--- src/ssdf_pkg.sv ---
`timescale 1ns / 1ps
// ----------------------------------------------------------------------------
// ssdf_pkg
// Shared types, constants and the segment table of the display formatter.
// ----------------------------------------------------------------------------
package ssdf_pkg;

   // Display geometry
   localparam int DIGIT_COUNT = 8;
   localparam int POS_W = (DIGIT_COUNT > 1) ? $clog2(DIGIT_COUNT) : 1;
   localparam int CUR_W = ($clog2(DIGIT_COUNT + 1) > 4) ? $clog2(DIGIT_COUNT + 1) : 4;

   // Operation codes
   localparam logic [1:0] OP_NUMBER  = 2'd0;
   localparam logic [1:0] OP_CHAR    = 2'd1;
   localparam logic [1:0] OP_REFRESH = 2'd2;

   // Symbol codes
   localparam logic [6:0] CODE_H     = 7'd17;
   localparam logic [6:0] CODE_L     = 7'd18;
   localparam logic [6:0] CODE_MINUS = 7'd20;
   localparam logic [6:0] CODE_BLANK = 7'd21;
   localparam logic [6:0] CODE_ZERO  = 7'd0;

   // Register map: index is paddr[3:2]
   localparam int ADDR_W = 4;
   localparam logic [1:0] REG_WRITE_LOCK   = 2'd0;
   localparam logic [1:0] REG_COMMAND_BASE = 2'd1;
   localparam logic [1:0] REG_TABLE_DECODE = 2'd2;

   localparam logic       RST_WRITE_LOCK   = 1'b0;
   localparam logic [7:0] RST_COMMAND_BASE = 8'd128;
   localparam logic       RST_TABLE_DECODE = 1'b1;

   // Reciprocal of ten for a 32-bit dividend: q = (v * RECIP_TEN) >> 35
   localparam logic [31:0] RECIP_TEN  = 32'hCCCC_CCCD;
   localparam int          RECIP_SHIFT = 35;

   typedef struct packed {
      logic [1:0]  operation;
      logic [3:0]  start_pos;
      logic [3:0]  max_len;
      logic [31:0] number;
      logic        blank_leading;
      logic [7:0]  text_char;
      logic        first_char;
   } req_payload_type;

   typedef struct packed {
      logic [15:0] command_word;
      logic        last_word;
   } rsp_payload_type;

   // Controller to datapath
   typedef struct packed {
      logic             load_number;
      logic             digit_wr;
      logic             pad_wr;
      logic             char_op;
      logic             out_load;
      logic             out_last;
      logic [POS_W-1:0] pos;
      logic [POS_W-1:0] word_idx;
   } dp_cmd_type;

   // Datapath to controller
   typedef struct packed {
      logic quot_zero;
      logic out_free;
   } dp_status_type;

   // Segment table for symbol codes 0..31
   function automatic logic [7:0] seg_lookup(input logic [4:0] code);
      logic [7:0] seg;
      unique case (code)
         5'd0:  seg = 8'h7E;
         5'd1:  seg = 8'h30;
         5'd2:  seg = 8'h6D;
         5'd3:  seg = 8'h79;
         5'd4:  seg = 8'h33;
         5'd5:  seg = 8'h5B;
         5'd6:  seg = 8'h5F;
         5'd7:  seg = 8'h70;
         5'd8:  seg = 8'h7f;
         5'd9:  seg = 8'h7B;
         5'd10: seg = 8'h77;
         5'd11: seg = 8'h7F;
         5'd12: seg = 8'h4E;
         5'd13: seg = 8'h7E;
         5'd14: seg = 8'h4F;
         5'd15: seg = 8'h47;
         5'd16: seg = 8'h7B;
         5'd17: seg = 8'h37;
         5'd18: seg = 8'h0E;
         5'd19: seg = 8'h77;
         5'd20: seg = 8'h01;
         5'd21: seg = 8'h00;
         5'd22: seg = 8'h1F;
         5'd23: seg = 8'h3D;
         5'd24: seg = 8'h3E;
         5'd25: seg = 8'h0F;
         5'd26: seg = 8'h15;
         5'd27: seg = 8'h1D;
         5'd28: seg = 8'h67;
         5'd29: seg = 8'h76;
         5'd30: seg = 8'h0D;
         5'd31: seg = 8'hFF;
         default: seg = 8'h00;
      endcase
      return seg;
   endfunction

endpackage

--- src/ssdf_ctrl.sv ---
`timescale 1ns / 1ps
// ----------------------------------------------------------------------------
// ssdf_ctrl
// Sequencer: accepts items, steps number conversion and refresh word output.
// ----------------------------------------------------------------------------
module ssdf_ctrl (
   input  logic                     clock,
   input  logic                     reset,
   input  logic                     req_valid,
   output logic                     req_stall,
   input  ssdf_pkg::req_payload_type req_data,
   input  logic                     write_lock,
   input  ssdf_pkg::dp_status_type  status,
   output ssdf_pkg::dp_cmd_type     cmd
);

   typedef enum logic [1:0] {
      S_IDLE,
      S_DIGIT,
      S_PAD,
      S_REFRESH
   } state_type;

   state_type                    state_ff, state_in;
   logic [ssdf_pkg::POS_W-1:0]   pos_ff, pos_in;
   logic [ssdf_pkg::POS_W-1:0]   idx_ff, idx_in;
   logic [3:0]                   used_ff, used_in;
   logic [3:0]                   len_ff, len_in;
   logic                         accept;
   logic [4:0]                   used_next;
   logic                         more;
   logic                         pos_zero;
   logic                         end_ok;
   logic                         idx_last;

   assign req_stall = (state_ff != S_IDLE);
   assign accept    = req_valid && !req_stall;
   assign used_next = {1'b0, used_ff} + 5'd1;
   assign more      = (used_next < {1'b0, len_ff});
   assign pos_zero  = (pos_ff == '0);
   assign end_ok    = (req_data.start_pos != 4'd0) &&
                      (5'(req_data.start_pos) <= 5'(ssdf_pkg::DIGIT_COUNT));
   assign idx_last  = (idx_ff == ssdf_pkg::POS_W'(ssdf_pkg::DIGIT_COUNT - 1));

   // Next state and datapath commands
   always_comb begin
      state_in = state_ff;
      pos_in   = pos_ff;
      idx_in   = idx_ff;
      used_in  = used_ff;
      len_in   = len_ff;
      cmd      = '0;
      cmd.pos      = pos_ff;
      cmd.word_idx = idx_ff;
      unique case (state_ff)
         S_IDLE: begin
            if (accept) begin
               priority if (req_data.operation == ssdf_pkg::OP_NUMBER) begin
                  if (!write_lock && end_ok && req_data.max_len != 4'd0) begin
                     cmd.load_number = 1'b1;
                     pos_in   = ssdf_pkg::POS_W'(req_data.start_pos - 4'd1);
                     used_in  = 4'd0;
                     len_in   = req_data.max_len;
                     state_in = S_DIGIT;
                  end
               end else if (req_data.operation == ssdf_pkg::OP_CHAR) begin
                  cmd.char_op = !write_lock;
               end else if (req_data.operation == ssdf_pkg::OP_REFRESH) begin
                  idx_in   = '0;
                  state_in = S_REFRESH;
               end else begin
                  state_in = S_IDLE;
               end
            end
         end
         S_DIGIT: begin
            // write one digit, then step left, pad or finish
            cmd.digit_wr = 1'b1;
            used_in      = used_next[3:0];
            if (pos_zero || status.quot_zero) begin
               if (more && !pos_zero) begin
                  pos_in   = pos_ff - ssdf_pkg::POS_W'(1);
                  state_in = S_PAD;
               end else begin
                  state_in = S_IDLE;
               end
            end else begin
               pos_in   = pos_ff - ssdf_pkg::POS_W'(1);
               state_in = more ? S_DIGIT : S_IDLE;
            end
         end
         S_PAD: begin
            cmd.pad_wr = 1'b1;
            used_in    = used_next[3:0];
            if (more && !pos_zero) begin
               pos_in = pos_ff - ssdf_pkg::POS_W'(1);
            end else begin
               state_in = S_IDLE;
            end
         end
         S_REFRESH: begin
            // one word per free output slot
            if (status.out_free) begin
               cmd.out_load = 1'b1;
               cmd.out_last = idx_last;
               if (idx_last) begin
                  state_in = S_IDLE;
               end else begin
                  idx_in = idx_ff + ssdf_pkg::POS_W'(1);
               end
            end
         end
         default: state_in = S_IDLE;
      endcase
   end

   // Hold state and counters
   always_ff @(posedge clock) begin
      if (reset) begin
         state_ff <= S_IDLE;
         pos_ff   <= '0;
         idx_ff   <= '0;
         used_ff  <= 4'd0;
         len_ff   <= 4'd0;
      end else begin
         state_ff <= state_in;
         pos_ff   <= pos_in;
         idx_ff   <= idx_in;
         used_ff  <= used_in;
         len_ff   <= len_in;
      end
   end

endmodule

--- config.mk ---
export PLATFORM = sky130hd
export DESIGN_NAME = ssdf_ctrl
export DESIGN_NICKNAME = d
export VERILOG_FILES = /design/src/ssdf_pkg.sv /design/src/ssdf_ctrl.sv
export SDC_FILE = /design/constraint.sdc
export NUM_CORES = 1
export LEC_CHECK = 0
export BUFFER_PORTS_ARGS = -buffer_cell sky130_fd_sc_hd__buf_2
export CAP_MARGIN = 0
export CORE_ASPECT_RATIO = 0.7
export CORE_UTILIZATION = 45
export CTS_BUF_LIST = sky130_fd_sc_hd__clkbuf_2 sky130_fd_sc_hd__clkbuf_4 sky130_fd_sc_hd__clkbuf_8
export CTS_CLUSTER_DIAMETER = 120
export DETAILED_ROUTE_END_ITERATION = 6
export PLACE_DENSITY = 0.81
export SLEW_MARGIN = 25
export SYNTH_ARGS = -nofsm -noshare
export SYNTH_HDL_FRONTEND = slang
export SYNTH_SLANG_ARGS = --single-unit
--- constraint.sdc ---
create_clock -name clock -period 2.89 [get_ports clock]
set_input_delay 0.867 -clock clock [delete_from_list [all_inputs] [get_ports clock]]
set_output_delay 0.867 -clock clock [all_outputs]
set_load 0.02 [all_outputs]
==> metrics.md <==
| Metric | Value |
|---|---|
| Antenna Nets Post-Route | `0` |
| Final Hold Fails | `0` |
| FF+latch count, synth | `16` |
| Most frequent cells in the layout | `buf_2, dfxtp_1, inv_1` |
| DR WL/cell | `13.40 um` |
| Drt drc | `0` |
| Max_slew headroom | `0.5562` |
| # setup viols final | `0` |
| Die Y | `46.14 um` |
| Data arrival, critical path | `roughly 2 ns` |
| Clock skew | `roughly 0.010 ns` |
| Initial core utilization | `0.4907` |
| GP Congestion | `0.9146` |
| Unique masters post-synth | `41` |
| Setup TNS | `0 ns` |
| Top cell type's share of synthesized area | `0.2557` |
| Peak VDD IR | `0.2307 mV` |
| Area Overhead vs Synth | `18.88%` |
| Async S/R FF share, synth | `0` |
| Crit. End Element | `output pin` |
| GRT Util Overall | `0.2081` |
| Clock sinks | `16` |
| Total vias in the final route | `1250` |
| Top cell type by total area after synthesis | `dfxtp_1` |
| Hold Path Class | `reg -> reg` |
| Initial DRC Count | `46` |
| Yosys warning total | `0` |
| DPL Wire Length | `2215 um` |
| Clock-pin slew of the registers on the worst-case setup and hold paths | `around 0.060 ns` |
| N_diodes | `0` |
| Syn nets | `227` |
| Period utilisation layout | `0.9771` |
| CP max stage cell | `xor2_1` |
| Max-Cap Viols | `0` |
| Crit path max fanout | `3` |
| P_leak | `approximately 0.64 nW` |
| Register area | `roughly 320 um^2` |
| Post-cts hold buffer count | `0` |
| Sequential area share after synthesis | `0.2557` |
| Area contributors post-synth | `dfxtp_1, ha_1, mux2i_1` |
| GRT overflow | `0` |
| Row count | `15` |
| CTS resizes | `0` |
| Post-synthesis cell count | `156` |
| Die W | `about 65 um` |
| Primary FF master, synth | `dfxtp_1` |
| DR pass1 iterations | `4` |
| CTS root buffer | `clkbuf_8` |
| Initial antenna violation count | `0` |
| Status | `finished, final reports clean` |
| Num CTS Buffers | `3` |
| Post-Syn Area | `~0.0013 mm^2` |
| Slew Limit Fails | `0` |
| Clock buffer depth | `2` |
| First-pass GRT wire length | `about 4700 um` |
| Pwr dens | `approximately 430 mW/mm^2` |
| Slew @ Worst Pin | `0.6489 ns` |
| Fillers | `between 200 and 250` |
| Required time of the critical path | `roughly 2.0 ns` |
| Critical path type | `in -> out` |
| Vias in the first global route | `1070` |
| Fmax | `354.1 MHz` |
| CTS tree | `yes` |
| Area of the multi-input gates | `863.3 um^2` |
| Post-synth EDFFs | `0` |
| CP max stage delay | `0.33 ns` |
| Top Ports | `between 70 and 80` |
| Mean Syn Cell Area | `about 8.0 um^2` |
| Nets | `~260` |
| Detailed-route wire length | `2949 um` |
| Final instance area | `0.001489 mm^2` |
| Number of port buffers | `28` |
| RSZ-0062 raised after global routing | `no` |
| Startpoint types | `primary input` |
| Cell Area, Placed | `0.001434 mm^2` |
| Post-CTS Setup Bufs | `0` |
| Drt via density | `between 5 and 6` |
| H-tree depth | `1` |
| Layout cell share with drive strength beyond 1 | `0.1935` |
| Die area | `0.003002 mm^2` |
| Commonest non-fill, non-tap cell in the layout | `buf_2` |
| Sequence of cells on the critical path | `buf_2 -> inv_1 -> ha_1 -> and2b_1 -> xor2_1 -> nor3_4 -> buf_2` |
| Latest clock arrival within the worst-skew pair | `~0.25 ns` |
| Crit path top cell by count | `buf_2` |
| Largest net degree at the start of global routing | `19` |
| Minimum clock period | `2.824 ns` |
| Core ar. | `0.002552 mm^2` |
state kept, by name, summed over array words and instances (netlist names):
signal    cells
idx_ff        3
used_ff       4
len_ff        4
state_ff      2
pos_ff        3
logic make-up after synthesis:
family / after synthesis / share of synthesized area
and+or+nand+nor: 61 / 0.2667
AOI/OAI and AO/OA: 38 / 0.2168
buffers and inverters: 18 / 0.05494
DFF: 16 / 0.2557
adders and majority gates: 13 / 0.1299
muxes: 6 / 0.04795
xor gates and xnor gates: 4 / 0.02798
worst max-delay path, delay by kind of cell:
family | cells | cell delay (ns)
buffers and inverters | 3 | 0.30
AND/OR/NAND/NOR | 2 | 0.27
adder cells (fa/ha/maj) | 1 | 0.20
XOR/XNOR | 1 | 0.33
synthesized netlist by cell type (4+ instances only):
cell      count
a21oi_1       9
dfxtp_1      16
ha_1         13
inv_1        14
mux2i_1       6
nand2_1      12
nand2b_1      4
nand3b_1      4
nor2_1       13
o31ai_1       4
or3_1         6
stage by stage:
stage	hold WS (ns)	total power [mW]	worst slack (ns)	util	instances
final	0.4752	0.6335	0.06624	0.5833	220
after global routing	0.5199	0.6650	0.01686	0.5833	220
after CTS	0.4795	0.6376	0.06342	0.5833	220
after detailed placement	0.4688	0.4287	0.06280	0.5618	216
after global placement	0.4629	0.4239	0.1080	0.5618	216
after floorplan	0.4488	0.3751	0.1844	-	156
final timing paths:
kind	from	end	slack, ns	depth (start not counted)
setup / recovery	req_data[46]	cmd[11]	0.07	7
hold / removal	used_ff[1]$_SDFFE_PP0P_	used_ff[1]$_SDFFE_PP0P_	0.48	2
setup reg to reg	used_ff[0]$_SDFFE_PP0P_	pos_ff[0]$_SDFFE_PP0P_	0.27	7
hold reg to reg	used_ff[1]$_SDFFE_PP0P_	used_ff[1]$_SDFFE_PP0P_	0.48	2
power breakdown:
group,internal (mW),switching (mW)
clock,0.121,0.0816
sequential,0.229,0.00847
combinational,0.0709,0.123
per-layer routing:
layer / GRT usage / share of wire / up-vias
li1: - / - / 624
met1: 0.2485 / 0.46 / 571
met2: 0.3625 / 0.46 / 49
met3: 0.05446 / 0.064 / 6
met4: 0.08696 / 0.017 / 0
met5: 0 / 0 / -
cell type report:
| type | count | share of cell area |
|---|---|---|
| Multi-Input combinational cell | 122 | 0.5798 |
| Sequential cell | 16 | 0.2151 |
| Timing Repair Buffer | 30 | 0.1042 |
| Clock buffer | 4 | 0.03697 |
| Inverter | 14 | 0.03529 |
| Tap cell | 34 | 0.02857 |
(Power assumes the default switching activity.)
